$ cat config.mk
export PLATFORM = sky130hd
export DESIGN_NAME = key_debounce_click_long_combo
export DESIGN_NICKNAME = d
export VERILOG_FILES = /design/src/sv/kdc_pkg.sv /design/src/sv/kdc_key.sv /design/src/sv/kdc_combo.sv /design/src/sv/kdc_evq.sv /design/src/sv/key_debounce_click_long_combo.sv
export SDC_FILE = /design/constraint.sdc
export NUM_CORES = 1
export LEC_CHECK = 0
export ABC_AREA = 1
export BUFFER_PORTS_ARGS = -buffer_cell sky130_fd_sc_hd__buf_2
export CELL_PAD_IN_SITES_DETAIL_PLACEMENT = 1
export CELL_PAD_IN_SITES_GLOBAL_PLACEMENT = 2
export CORE_MARGIN = 8
export CORE_UTILIZATION = 39
export DETAILED_ROUTE_END_ITERATION = 16
export HOLD_SLACK_MARGIN = 0.06
export PLACE_DENSITY = 0.94
export SLEW_MARGIN = 5
export SYNTH_ARGS = -nofsm -noshare
export SYNTH_HDL_FRONTEND = slang
export SYNTH_SLANG_ARGS = --single-unit
$ cat constraint.sdc
create_clock -name clk_i -period 7.95 [get_ports clk_i]
set_input_delay 0 -clock clk_i [delete_from_list [all_inputs] [get_ports clk_i]]
set_output_delay 0 -clock clk_i [all_outputs]
set_load 0.05 [all_outputs]
$ cat src/sv/kdc_pkg.sv
// ----------------------------------------------------------------------------
// kdc_pkg
// Types and constants shared by the key debounce, click, long press and
// combination detector.
// ----------------------------------------------------------------------------
`default_nettype none

package kdc_pkg;

  // Width of the raw pin input; keys above it read level 0.
  localparam int unsigned PinWidth     = 4;
  localparam int unsigned CfgAddrWidth = 3;
  localparam int unsigned CfgDataWidth = 16;

  // Configuration register indexes.
  localparam logic [CfgAddrWidth-1:0] CFG_ACTIVE_LEVELS    = 3'd0;
  localparam logic [CfgAddrWidth-1:0] CFG_LONG_PRESS_TICKS = 3'd1;
  localparam logic [CfgAddrWidth-1:0] CFG_COMBO_KEYS       = 3'd2;
  localparam logic [CfgAddrWidth-1:0] CFG_COMBO_HOLD_TICKS = 3'd3;
  localparam logic [CfgAddrWidth-1:0] CFG_COMBO_CODE       = 3'd4;

  // Reset values of the configuration registers.
  localparam logic [3:0]  RstActiveLevels   = 4'h0;
  localparam logic [15:0] RstLongPressTicks = 16'd1000;
  localparam logic [3:0]  RstComboKeys      = 4'h3;
  localparam logic [15:0] RstComboHoldTicks = 16'd200;
  localparam logic [7:0]  RstComboCode      = 8'h20;

  typedef enum logic [1:0] {
    EV_CLICK   = 2'd0,
    EV_LONG    = 2'd1,
    EV_RELEASE = 2'd2
  } event_kind_e;

  typedef enum logic [1:0] {
    MODE_IDLE    = 2'd0,
    MODE_PRESSED = 2'd1,
    MODE_LONG    = 2'd2
  } key_mode_e;

  // Per-tick control broadcast to every key.
  typedef struct packed {
    logic        step;
    logic        combo_held;
    logic [15:0] long_ticks;
    logic [31:0] now;
  } kdc_step_t;

  // Events one key raises in one tick: slot a is click or long, then release.
  typedef struct packed {
    logic a_vld;
    logic a_long;
    logic rel_vld;
  } kdc_key_ev_t;

endpackage

`default_nettype wire

$ cat src/sv/kdc_key.sv
// ----------------------------------------------------------------------------
// kdc_key
// One key: sample history, stable-press detection and the idle, pressed and
// long mode machine with its hold counter and press stamp.
// ----------------------------------------------------------------------------
`default_nettype none

module kdc_key import kdc_pkg::*; #(
  parameter int unsigned SAMPLE_LEN = 8
) (
  input  wire logic        clk_i,
  input  wire logic        rst_ni,
  input  wire logic        pin_i,
  input  wire logic        active_i,
  input  wire kdc_step_t   ctl_i,
  output      logic        stable_o,
  output      kdc_key_ev_t ev_o
);

  logic [SAMPLE_LEN-1:0] hist_q, hist_d, hist_shift;
  logic                  stable_prev_q, stable_prev_d;
  key_mode_e             mode_q, mode_d, mode_mid;
  logic [15:0]           hold_q, hold_d, hold_mid, hold_inc;
  logic [31:0]           stamp_q, stamp_d, dur;
  logic                  press_edge, rel_edge, run, reach, click;

  assign hist_shift = SAMPLE_LEN'({hist_q, pin_i});
  assign stable_o   = active_i ? (&hist_shift) : ~(|hist_shift);
  assign press_edge = stable_o & ~stable_prev_q;
  assign rel_edge   = ~stable_o & stable_prev_q;

  assign hold_mid = press_edge ? 16'd0 : hold_q;
  assign hold_inc = hold_mid + 16'd1;
  assign dur      = ctl_i.now - stamp_q;

  // Next mode.
  always_comb begin
    unique case (mode_q)
      MODE_IDLE:    mode_mid = press_edge ? MODE_PRESSED : MODE_IDLE;
      MODE_PRESSED: mode_mid = rel_edge ? MODE_IDLE : MODE_PRESSED;
      MODE_LONG:    mode_mid = rel_edge ? MODE_IDLE : MODE_LONG;
      default:      mode_mid = MODE_IDLE;
    endcase
    run   = (mode_mid == MODE_PRESSED) && stable_o && !ctl_i.combo_held;
    reach = run && (hold_inc >= ctl_i.long_ticks);
    mode_d = mode_q;
    if (ctl_i.step) begin
      mode_d = reach ? MODE_LONG : mode_mid;
    end
  end

  // Events, counters and stamps.
  always_comb begin
    click = rel_edge && !ctl_i.combo_held && (dur < {16'd0, ctl_i.long_ticks});
    ev_o.a_vld   = ctl_i.step && (click || reach);
    ev_o.a_long  = reach;
    ev_o.rel_vld = ctl_i.step && rel_edge;
    hist_d        = hist_q;
    stable_prev_d = stable_prev_q;
    hold_d        = hold_q;
    stamp_d       = stamp_q;
    if (ctl_i.step) begin
      hist_d        = hist_shift;
      stable_prev_d = stable_o;
      if (reach) begin
        hold_d = 16'd0;
      end else if (run) begin
        hold_d = hold_inc;
      end else begin
        hold_d = hold_mid;
      end
      if (press_edge) begin
        stamp_d = ctl_i.now;
      end
    end
  end

  always_ff @(posedge clk_i or negedge rst_ni) begin
    if (!rst_ni) begin
      hist_q        <= '1;
      stable_prev_q <= 1'b0;
      mode_q        <= MODE_IDLE;
      hold_q        <= 16'd0;
      stamp_q       <= 32'd0;
    end else begin
      hist_q        <= hist_d;
      stable_prev_q <= stable_prev_d;
      mode_q        <= mode_d;
      hold_q        <= hold_d;
      stamp_q       <= stamp_d;
    end
  end

`ifndef NO_ASSERTIONS
  // A key out of idle mode is always one whose last stable value is pressed.
  a_mode_pressed: assert property (@(posedge clk_i) disable iff (!rst_ni)
    (mode_q != MODE_IDLE) |-> stable_prev_q)
    else $error("key mode is active while the key is released");
`endif

endmodule

`default_nettype wire

$ cat src/sv/kdc_combo.sv
// ----------------------------------------------------------------------------
// kdc_combo
// Combination detector: checks that all combo keys are stable-pressed and
// runs the combo hold counter that raises the repeating combo long event.
// ----------------------------------------------------------------------------
`default_nettype none

module kdc_combo import kdc_pkg::*; #(
  parameter int unsigned NUM_KEYS = 4
) (
  input  wire logic                clk_i,
  input  wire logic                rst_ni,
  input  wire logic                step_i,
  input  wire logic [NUM_KEYS-1:0] stable_i,
  input  wire logic [3:0]          combo_keys_i,
  input  wire logic [15:0]         hold_ticks_i,
  output      logic                held_o,
  output      logic                fire_o
);

  logic [NUM_KEYS+3:0] stable_w;
  logic [3:0]          stable4;
  logic [15:0]         count_q, count_d;
  logic                below;

  // Mask bits naming keys that do not exist see a released key.
  assign stable_w = {4'd0, stable_i};
  assign stable4  = stable_w[3:0];
  assign held_o   = ((combo_keys_i & ~stable4) == 4'd0);
  assign below    = count_q < hold_ticks_i;
  assign fire_o   = step_i && held_o && !below;

  always_comb begin
    count_d = count_q;
    if (step_i) begin
      count_d = (held_o && below) ? count_q + 16'd1 : 16'd0;
    end
  end

  always_ff @(posedge clk_i or negedge rst_ni) begin
    if (!rst_ni) begin
      count_q <= 16'd0;
    end else begin
      count_q <= count_d;
    end
  end

endmodule

`default_nettype wire

$ cat src/sv/kdc_evq.sv
// ----------------------------------------------------------------------------
// kdc_evq
// Result register for one tick: holds the events the tick raised as a slot
// mask and hands them to the output in order, one per cycle while out_ready_i is high.
// ----------------------------------------------------------------------------
`default_nettype none

module kdc_evq import kdc_pkg::*; #(
  parameter int unsigned NUM_KEYS = 4
) (
  input  wire logic        clk_i,
  input  wire logic        rst_ni,
  input  wire logic        load_i,
  input  wire logic        fire_i,
  input  wire kdc_key_ev_t ev_i [NUM_KEYS],
  input  wire logic [7:0]  combo_code_i,
  input  wire logic [31:0] now_i,
  input  wire logic        out_ready_i,
  output      logic        free_o,
  output      logic        out_valid_o,
  output      logic [7:0]  evt_code_o,
  output      event_kind_e event_kind_o,
  output      logic [31:0] timestamp_o,
  output      logic        last_o
);

  localparam int unsigned NumEv = 1 + 2 * NUM_KEYS;

  // Slot 0 is the combo event; key k owns slot 1+2k (click or long) and 2+2k.
  logic [NumEv-1:0]    mask_q, mask_d, new_mask, mask_rest;
  logic [NUM_KEYS-1:0] long_q, new_long;
  logic [31:0]         ts_q;
  logic [7:0]          code_q;
  logic                take;

  always_comb begin
    new_mask    = '0;
    new_mask[0] = fire_i;
    for (int k = 0; k < NUM_KEYS; k++) begin
      new_mask[1 + 2 * k] = ev_i[k].a_vld;
      new_mask[2 + 2 * k] = ev_i[k].rel_vld;
      new_long[k]         = ev_i[k].a_long;
    end
  end

  assign mask_rest   = mask_q & (mask_q - NumEv'(1));
  assign out_valid_o = |mask_q;
  assign last_o      = (mask_rest == '0);
  assign take        = out_valid_o && out_ready_i;
  assign free_o      = !out_valid_o || (take && last_o);
  assign timestamp_o = ts_q;

  // Lowest pending slot wins: scan from the top so later hits override.
  always_comb begin
    evt_code_o   = code_q;
    event_kind_o = EV_LONG;
    for (int k = NUM_KEYS - 1; k >= 0; k--) begin
      if (mask_q[2 + 2 * k]) begin
        evt_code_o   = 8'(k);
        event_kind_o = EV_RELEASE;
      end
      if (mask_q[1 + 2 * k]) begin
        evt_code_o   = 8'(k);
        event_kind_o = long_q[k] ? EV_LONG : EV_CLICK;
      end
    end
    if (mask_q[0]) begin
      evt_code_o   = code_q;
      event_kind_o = EV_LONG;
    end
  end

  always_comb begin
    mask_d = mask_q;
    if (load_i) begin
      mask_d = new_mask;
    end else if (take) begin
      mask_d = mask_rest;
    end
  end

  always_ff @(posedge clk_i or negedge rst_ni) begin
    if (!rst_ni) begin
      mask_q <= '0;
    end else begin
      mask_q <= mask_d;
    end
  end

  always_ff @(posedge clk_i) begin
    if (load_i) begin
      long_q <= new_long;
      ts_q   <= now_i;
      code_q <= combo_code_i;
    end
  end

`ifndef NO_ASSERTIONS
  a_not_lost: assert property (@(posedge clk_i) disable iff (!rst_ni)
    (out_valid_o && out_ready_i && !last_o) |=> out_valid_o)
    else $error("pending events dropped after a non-final result");

  a_load_shows: assert property (@(posedge clk_i) disable iff (!rst_ni)
    (load_i && (new_mask != '0)) |=> out_valid_o)
    else $error("a tick with events did not present a result");
`endif

endmodule

`default_nettype wire

$ cat src/sv/key_debounce_click_long_combo.sv
// ----------------------------------------------------------------------------
// key_debounce_click_long_combo
// Key debounce with click, long press and one key combination detector.
// ----------------------------------------------------------------------------
// Each input request is one tick of raw pin levels. An accepted tick waits in
// an input register and is processed once the result register is free, which
// updates every key and the combo counter; its events then leave through the
// output port one per cycle while out_ready_i is high, so a tick that raises
// n events (0 to 1 + 2 * NUM_KEYS) holds the result register until all n have
// been taken; back-to-back ticks with at most one event each run at one tick
// per cycle while the output is ready. The first result of a tick appears once
// the tick has moved from the input register into the result register.
// Configuration is written through cfg_we_i, cfg_addr_i and cfg_wdata_i and
// must only change while the block is idle.
`default_nettype none

module key_debounce_click_long_combo import kdc_pkg::*; #(
  parameter int unsigned NUM_KEYS   = 4,
  parameter int unsigned SAMPLE_LEN = 8
) (
  input  wire logic                    clk_i,
  input  wire logic                    rst_ni,
  input  wire logic                    cfg_we_i,
  input  wire logic [CfgAddrWidth-1:0] cfg_addr_i,
  input  wire logic [CfgDataWidth-1:0] cfg_wdata_i,
  input  wire logic                    in_valid_i,
  output      logic                    in_ready_o,
  input  wire logic [PinWidth-1:0]     pin_levels_i,
  output      logic                    out_valid_o,
  input  wire logic                    out_ready_i,
  output      logic [7:0]              evt_code_o,
  output      logic [1:0]              event_kind_o,
  output      logic [31:0]             timestamp_o,
  output      logic                    last_o
);

  logic [3:0]  active_q;
  logic [15:0] long_ticks_q;
  logic [3:0]  combo_keys_q;
  logic [15:0] combo_hold_q;
  logic [7:0]  combo_code_q;

  logic                       inq_vld_q, inq_vld_d;
  logic [PinWidth-1:0]        pins_q;
  logic [31:0]                tick_q, tick_d;
  logic                       step, evq_free, combo_held, combo_fire;
  logic [NUM_KEYS+PinWidth-1:0] pins_ext, active_ext;
  logic [NUM_KEYS-1:0]        stable;
  kdc_step_t                  ctl;
  kdc_key_ev_t                key_ev [NUM_KEYS];
  event_kind_e                kind;

  always_ff @(posedge clk_i or negedge rst_ni) begin
    if (!rst_ni) begin
      active_q     <= RstActiveLevels;
      long_ticks_q <= RstLongPressTicks;
      combo_keys_q <= RstComboKeys;
      combo_hold_q <= RstComboHoldTicks;
      combo_code_q <= RstComboCode;
    end else if (cfg_we_i) begin
      unique case (cfg_addr_i)
        CFG_ACTIVE_LEVELS:    active_q     <= cfg_wdata_i[3:0];
        CFG_LONG_PRESS_TICKS: long_ticks_q <= cfg_wdata_i;
        CFG_COMBO_KEYS:       combo_keys_q <= cfg_wdata_i[3:0];
        CFG_COMBO_HOLD_TICKS: combo_hold_q <= cfg_wdata_i;
        CFG_COMBO_CODE:       combo_code_q <= cfg_wdata_i[7:0];
        default: ;
      endcase
    end
  end

  // Input register: a tick moves on when the result register can take it.
  assign step       = inq_vld_q && evq_free;
  assign in_ready_o = !inq_vld_q || step;
  assign inq_vld_d  = (in_valid_i && in_ready_o) ? 1'b1 : (step ? 1'b0 : inq_vld_q);
  assign tick_d     = step ? tick_q + 32'd1 : tick_q;

  always_ff @(posedge clk_i or negedge rst_ni) begin
    if (!rst_ni) begin
      inq_vld_q <= 1'b0;
      tick_q    <= 32'd0;
    end else begin
      inq_vld_q <= inq_vld_d;
      tick_q    <= tick_d;
    end
  end

  always_ff @(posedge clk_i) begin
    if (in_valid_i && in_ready_o) begin
      pins_q <= pin_levels_i;
    end
  end

  // Keys above the pin width see level 0 with active level 0.
  assign pins_ext   = {{NUM_KEYS{1'b0}}, pins_q};
  assign active_ext = {{NUM_KEYS{1'b0}}, active_q};

  assign ctl.step       = step;
  assign ctl.combo_held = combo_held;
  assign ctl.long_ticks = long_ticks_q;
  assign ctl.now        = tick_q;

  for (genvar k = 0; k < NUM_KEYS; k++) begin : g_key
    kdc_key #(
      .SAMPLE_LEN(SAMPLE_LEN)
    ) u_key (
      .clk_i   (clk_i),
      .rst_ni  (rst_ni),
      .pin_i   (pins_ext[k]),
      .active_i(active_ext[k]),
      .ctl_i   (ctl),
      .stable_o(stable[k]),
      .ev_o    (key_ev[k])
    );
  end

  kdc_combo #(
    .NUM_KEYS(NUM_KEYS)
  ) u_combo (
    .clk_i       (clk_i),
    .rst_ni      (rst_ni),
    .step_i      (step),
    .stable_i    (stable),
    .combo_keys_i(combo_keys_q),
    .hold_ticks_i(combo_hold_q),
    .held_o      (combo_held),
    .fire_o      (combo_fire)
  );

  kdc_evq #(
    .NUM_KEYS(NUM_KEYS)
  ) u_evq (
    .clk_i       (clk_i),
    .rst_ni      (rst_ni),
    .load_i      (step),
    .fire_i      (combo_fire),
    .ev_i        (key_ev),
    .combo_code_i(combo_code_q),
    .now_i       (tick_q),
    .out_ready_i (out_ready_i),
    .free_o      (evq_free),
    .out_valid_o (out_valid_o),
    .evt_code_o  (evt_code_o),
    .event_kind_o(kind),
    .timestamp_o (timestamp_o),
    .last_o      (last_o)
  );

  assign event_kind_o = kind;

`ifndef NO_ASSERTIONS
  // A waiting tick is only held back by results still being drained.
  a_stall_cause: assert property (@(posedge clk_i) disable iff (!rst_ni)
    (inq_vld_q && !in_ready_o) |-> out_valid_o)
    else $error("input request stalled with no result pending");
`endif

endmodule

`default_nettype wire

# ---- Word-level counts from Yosys, hierarchy flattened
# Cells that the tools add are included.
dict set report word_totals {
  rom_bits 0
  ramBits 0
  out_inout_bits 45
  in_bits 28
  elab_cells 227
  latchBits 0
  mem_count 0
  register_bits 386
}
dict set report op_classes {
  bitwise 23
  n_addsub 11
  div_mod_pow 0
  n_reduce_logical 72
  muxes 63
  shifts 0
  n_lt_le_gt_ge 9
  n_eq_ne 16
  mul 0
}
# op n
set op_table {}
lappend op_table {{$mux 16} 13}
lappend op_table {{$lt 32x16->1} 4}
lappend op_table {{$sub 32x32->32} 4}
lappend op_table {{$add 16x1->16 const B} 5}
lappend op_table {{$mux 8} 9}
lappend op_table {{$ge 16x16->1} 4}
lappend op_table {{$logic_and 1x1->1} 35}
lappend op_table {{$mux 2} 17}
lappend op_table {{$add 32x1->32 const B} 1}
lappend op_table {{$reduce_and 8->1} 4}
lappend op_table {{$reduce_or 8->1} 4}
lappend op_table {{$pmux 2 s3} 4}
lappend op_table {{$mux 1} 18}
lappend op_table {{$mux 9} 2}
lappend op_table {{$reduce_and 2->1} 9}
lappend op_table {{$eq 2x1->1 const B} 8}
lappend op_table {{$lt 16x16->1} 1}
lappend op_table {{$not 1->1} 12}
lappend op_table {{$and 9x9->9} 1}
lappend op_table {{$logic_not 9->1} 1}
lappend op_table {{$reduce_or 9->1} 1}
lappend op_table {{$sub 9x1->9 const B} 1}
lappend op_table {{$and 1x1->1} 8}
lappend op_table {{$eq 2x2->1 const B} 4}
lappend op_table {{11 further kinds} 24}

# ---- Longest topological paths before layout
dict set report logic_depth {
  depth_word 14
  ltp_mapped 31
  depth_no_buf 30
}

# ---- Hierarchy
# From an unflattened synthesis, not the netlist that was laid out.
dict set report unflattened {
  hier_cells 4910
  hier_area_um2 32635.0
}
# mod area_each_um2 seq_area_each_um2 instances cells_each
set modules_own_cells {}
lappend modules_own_cells {{kdc_key (g_key[0].u_key)} 6347.3 1460.2 1 1035}
lappend modules_own_cells {{kdc_key (g_key[3].u_key)} 6343.6 1460.2 1 1037}
lappend modules_own_cells {{kdc_key (g_key[2].u_key)} 6324.8 1460.2 1 1036}
lappend modules_own_cells {{kdc_key (g_key[1].u_key)} 6277.3 1460.2 1 1045}
lappend modules_own_cells {key_debounce_click_long_combo 3839.9 2162.1 1 412}
lappend modules_own_cells {kdc_evq 2108.3 1546.5 1 171}
lappend modules_own_cells {kdc_combo 1393.8 400.4 1 174}

# ---- Least setup slack after synthesis
# Ideal clock, no wire load.
dict set report synth_path {
  kind {reg2reg}
  start {reg g_key[1].u_key.hist_q[4]}
  end {reg g_key[1].u_key.hold_q[11]}
  setup_slack_ps 4326
  path_stages_with_launch 31
  arrival_ps 3508
  path_buffers 2
  setup_ps 116
  required_ps 7834
  period_less_slack_ps 3624
  cell_sequence {dfstp_2 nor2_1 nand2_1 nor2_1 nand2_1 nand2_1 nand2_1 inv_1 buf_6 nor2_1 ha_1 nand3_1 nor2_1 nand3_1 xor2_1 inv_1 ha_1 nand2_1 inv_1 nand3_1 nor3_1 nand3_1 nand3_1 nand2_1 inv_1 nor2_4 inv_2 buf_2 a21oi_1 nand2_1 nand2_1}
}
dict set report synth_between {
  elab_chain_len 12
  word_cells_on_any_way 24
  cone_classes {add/sub: 1; order compare: 1; eq/ne: 1; mux: 8; bitwise: 6; reduce/logical: 7}
}
# element line
set synth_lines {}
lappend synth_lines {{from (decl)} kdc_key.sv:20} ;# logic [SAMPLE_LEN-1:0] hist_q, hist_d, hist_shift;
lappend synth_lines {{from (signal assigned)} kdc_key.sv:86} ;# hist_q <= hist_d;
lappend synth_lines {{$reduce_or 8->1} kdc_key.sv:28} ;# assign stable_o = active_i ? (&hist_shift) : ~(|hist_shift);
lappend synth_lines {{$not 1->1} kdc_key.sv:28}
lappend synth_lines {{$mux 1 *} kdc_key.sv:28}
lappend synth_lines {{branches (longest 7 deep; another with $add 16x1->16)} --}
lappend synth_lines {{$logic_and 1x1->1 *} kdc_key.sv:45} ;# reach = run && (hold_inc >= ctl_i.long_ticks);
lappend synth_lines {{named net g_key[1].u_key.reach} kdc_key.sv:25} ;# logic press_edge, rel_edge, run, reach, click;
lappend synth_lines {{$mux 16 *} kdc_key.sv:65} ;# if (reach) begin
lappend synth_lines {{to (signal assigned)} kdc_key.sv:89} ;# hold_q <= hold_d;
lappend synth_lines {{to (decl)} kdc_key.sv:23} ;# logic [15:0] hold_q, hold_d, hold_mid, hold_inc;
# Mark *: on every way through the listed nets, which the timed path passes.
# A chain may end at the register's enable or synchronous reset.

# ---- Final worst setup path
dict set report layout_path {
  start {reg g_key[2].u_key.hist_q[4]}
  end {reg g_key[2].u_key.hold_q[8]}
}
dict set report layout_between {
  elab_chain_len 12
  word_cells_on_any_way 24
  cone_classes {add/sub: 1; order compare: 1; eq/ne: 1; mux: 8; bitwise: 6; reduce/logical: 7}
}
# element line
set layout_lines {}
lappend layout_lines {{from (decl)} kdc_key.sv:20}
lappend layout_lines {{from (signal assigned)} kdc_key.sv:86}
lappend layout_lines {{$reduce_or 8->1} kdc_key.sv:28}
lappend layout_lines {{$not 1->1} kdc_key.sv:28}
lappend layout_lines {{$mux 1 *} kdc_key.sv:28}
lappend layout_lines {{branches (longest 8 deep; another with $add 16x1->16)} --}
lappend layout_lines {{$mux 16 *} kdc_key.sv:65}
lappend layout_lines {{to (signal assigned)} kdc_key.sv:89}
lappend layout_lines {{to (decl)} kdc_key.sv:23}
# Every way passes the cells marked *.

==> summary.md <==
The worst hold endpoint was pins_q[0]. The worst register-to-register path has a depth of 24. The die is 296.4 µm wide. The final worst clock skew was 0.07068 ns; the H-tree level count was 2. The core region is 0.07848 mm².

The path class of the lowest-slack min-delay path is input pin to register. The met3 layer wire length in the routed design came out at 4187 µm. Source of the worst register-to-register timing path: g_key[2].u_key.hist_q[4]. The height of the die was 296.4 µm.

The final layout contains routed wiring with a total length of 108900 µm. The post-synthesis instance total is 4604, and the async set-reset flop share out of synthesis is 0.8756. The average instance in the mapped netlist occupies 6.662 µm². The violation count after the first detailed-routing iteration is 1647, and the setup TNS after final layout is 0 ns. For the remaining antenna violation count, the log shows 0. The detailed-routing iteration count for the pre-antenna-repair pass is 5. TritonCTS built the clock tree. The tool flagged a number of max-cap violations equal to 0. The number of antenna diodes in the final layout is 0.

After synthesis the cells add up to 0.03067 mm². The root buffer cell chosen for the clock tree is clkbuf_16. Setup slack closes at 2.913 ns. The run gives 5661 as the placed cell count.

After the last flow step, the layout net total stands at 4996. For the relative slew slack, the log shows 0.2157. At the pin with the least slew margin, the transition time is 1.176 ns. The number of warnings issued by yosys is 0, and the total nets after synthesis is 4905. The worst-case register-to-register setup slack was 2.91 ns. The share of synthesized area occupied by flip-flops and latches was 0.3244; the routed metal-1 wirelength was 50230 µm. CTS saw 386 sinks. The startpoint identified for the worst hold timing path is pin_levels_i[0]. Static timing analysis puts the maximum clock frequency at 0.1985 GHz. After the flow finishes, the layout carries non-filler instances totaling 5782.

For the vias after detailed routing, the log shows 30210. The fraction of final layout cells sized beyond drive strength 1 was 0.04839. The kind of critical path is register to register.

Counting the fill cells in the layout gives 10270. The overall routing resource usage was 0.2478; the initial antenna violation count was 2. Worst endpoint data arrival time: 5.53 ns. The endpoint identified for the worst register-to-register timing path is g_key[2].u_key.hold_q[8]. The final cycle utilization of the critical path is 0.6336. Buffers placed on the I/O ports in this run total 72. The most used flip-flop cell after synthesis is dfrtp_1. STA classifies the critical path startpoint as a register.

Synthesis instantiated 44 different standard cells from the library. The initial cell density of the core came out at 0.3908. Uppermost layer routed: met5.

The run finished with clean final reports. After clock tree synthesis, the clock-pin slew on the worst setup and hold paths is 0.07 ns. The longest clock path from root to sink contains 3 buffers.

For this design the top-level I/O count stands at 73. The tools report the sum of overflow across all layers after global routing as 0. The maximum fanout encountered on the critical timing path was 16. The number of instances on the worst hold path is 2, and the first-pass GRT wire length is 173000 µm.

The post-route core utilization came out at 0.4336. The required time of the critical path was 8.44 ns; the sum of met2 wire segment lengths after detailed routing was 51370 µm. The synthesized design contains 48 enable-type register cells.

Timing analysis after detailed placement gives a worst setup slack of 2.984 ns. The tools report the total clock buffers created by CTS as 46. The area overhead of the layout relative to synthesis is 10.94%, and the total area of multi-input combinational cells is 0.01744 mm².

The routed length per instance is 18.83 µm. Setup violations remaining at the end of the flow were counted as 0. The run gives 0 as the max-slew violation count. In the routed layout, each cell is associated on average with a via count of 5.224. After layout, the minimum clock period comes to 5.037 ns. The run gives 0 as the final count of hold timing violations.

The row count is 103, and the die area is 0.08788 mm². The clock insertion delay at the later pin of the skew report is 0.63 ns. After detailed routing, the number of remaining DRC violations is 0. The register bit count reported by yosys came out at 386.

Setup repair after global routing left no endpoint under its margin. The largest net degree at the start of global routing was 156. For the number of global-route vias before repair, the log shows 31370. For the area taken by flip-flops and latches, the log shows 0.009950 mm². The critical path capture point type is a register.

The logs give 0.9295 for the global placer's final weighted congestion and 84380 µm for the placed wire-length estimate. The total of cells resized after clock tree synthesis came out at 0.
==> kinds of logic after synthesis <==
logic type                 count (synthesis)  synth area share
DFF                                      386            0.3244
AOI/OAI and AO/OA                        645            0.1108
and+or+nand+nor                         2315            0.3076
adders and majority gates                273            0.1123
buffers and inverters                    852            0.1069
xor gates and xnor gates                 133           0.03798
==> cell usage after synthesis (7+ instances only) <==
| cell type | instances | area share |
|---|---|---|
| nand2_1 | 1501 | 0.18 |
| inv_1 | 765 | 0.094 |
| nor2_1 | 397 | 0.049 |
| o21ai_0 | 362 | 0.059 |
| dfrtp_1 | 298 | 0.24 |
| ha_1 | 269 | 0.11 |
| nand3_1 | 219 | 0.036 |
| a21oi_1 | 197 | 0.032 |
| xor2_1 | 124 | 0.035 |
| nor3_1 | 76 | 0.012 |
| nand4_1 | 52 | 0.011 |
| clkbuf_1 | 48 | 0.0059 |
| edfxtp_1 | 48 | 0.047 |
| dfstp_2 | 40 | 0.034 |
| nand3b_1 | 28 | 0.0069 |
| o22ai_1 | 24 | 0.0049 |
| buf_2 | 20 | 0.0033 |
| o211ai_1 | 16 | 0.0039 |
| nor4_1 | 14 | 0.0029 |
| o21bai_1 | 12 | 0.0029 |
| a211oi_1 | 9 | 0.0022 |
| xnor2_1 | 9 | 0.0026 |
| nand2_2 | 7 | 0.0014 |
| o21a_1 | 7 | 0.0017 |
==> worst max-delay path, stage by stage (launching register included) <==
cell and delay (ns):
dfstp_2 0.55, nor2_1 0.05, nand2_1 0.06, nor2_1 0.04, nand2_1 0.07, nand2_1 0.19
nand2_2 0.33, clkinv_1 0.31, nor2_1 0.21, ha_1 0.25, inv_1 0.06, nor2_1 0.23
nand3_1 0.13, xor2_1 0.19, inv_1 0.08, ha_1 0.28, nand3_1 0.09, nor3_1 0.23
inv_1 0.08, nor4_1 0.16, o21ai_0 0.20, nand2_1 0.55, inv_1 0.25, o211ai_1 0.16
o21ai_0 0.11
==> through the flow <==
step | area, µm² | hold slack [ns]
after floorplan | 30670 | -0.2956
after global placement | 32100 | 0.003672
after detailed placement | 32100 | 0.00004177
after CTS | 34030 | 0.06434
after global routing | 34030 | 0.09408
final | 34030 | 0.1020
==> worst max path at each step <==
stage	from	endpoint	slack [ns]	cells past startpoint
after floorplan	g_key[1].u_key.hist_q[4]	g_key[1].u_key.hold_q[11]	4.33	30
after CTS	g_key[2].u_key.hist_q[4]	g_key[2].u_key.hold_q[8]	2.96	24
after global placement	g_key[2].u_key.hist_q[4]	g_key[2].u_key.hold_q[8]	3.14	24
after global routing	g_key[2].u_key.hist_q[0]	g_key[2].u_key.hold_q[8]	2.35	26
after detailed placement	g_key[2].u_key.hist_q[3]	g_key[2].u_key.hold_q[8]	2.98	24
final	g_key[2].u_key.hist_q[4]	g_key[2].u_key.hold_q[8]	2.91	24
==> registers in the layout (all words and copies together), names as in the netlist, 8 cells and up <==
signal               cells
combo_code_q             8
tick_q                  32
u_evq.mask_q             9
g_key.u_key.mode_q       8
u_combo.count_q         16
long_ticks_q            16
g_key.u_key.hist_q      28
u_evq.code_q             8
u_evq.timestamp_o       32
combo_hold_q            16
g_key.u_key.hold_q      64
g_key.u_key.stamp_q    128
==> cell type report <==
| cell class | instances | share of cell area |
|---|---|---|
| clock buffers | 59 | 0.03765 |
| well taps | 1050 | 0.03861 |
| multi-input cells | 3366 | 0.5126 |
| repair buffers | 121 | 0.02522 |
| flip-flops and latches | 386 | 0.2924 |
| inverters | 774 | 0.08552 |
| clock inverters | 26 | 0.007979 |
==> metal layers <==
metal / global-route usage / vias to the layer above
li1: - / 14800
met1: 0.3352 / 14710
met2: 0.4234 / 534
met3: 0.02037 / 168
met4: 0.06946 / 2
met5: 0 / -
==> cells in the final DEF, fill, tap and decap left out, types with 4 or more instances in the layout <==
master,n
nand3b_1,28
nor4_1,14
fa_1,4
clkinvlp_4,4
or2_2,4
xnor2_1,9
clkinv_2,11
o21ai_0,362
o21ai_1,6
ha_1,269
inv_2,4
dfrtp_1,298
nand2_1,1501
a21oi_1,197
o21bai_1,12
buf_4,12
and2_1,6
o211ai_1,16
o22ai_1,24
inv_1,765
nand2_2,7
xor2_1,124
nor2_1,397
clkinv_1,5
nor3_1,76
clkbuf_16,47
clkbuf_8,6
a211oi_1,9
nand4_1,52
inv_6,4
nand3_1,219
clkbuf_1,6
a21o_1,6
dfstp_2,40
dlygate4sd3_1,35
o21a_1,7
edfxtp_1,48
buf_2,71
==> what timing repair did <==
| item | 4_1_cts | 5_1_grt |
|---|---|---|
| hold buffers | 36 | 0 |
| endpoints found under the hold margin | 130 | 0 |
| buffers inserted | 0 | 0 |
Power is left out: the tool's default activity adds up to more than one toggle a clock period on the data nets, which glitch-free logic cannot reach.
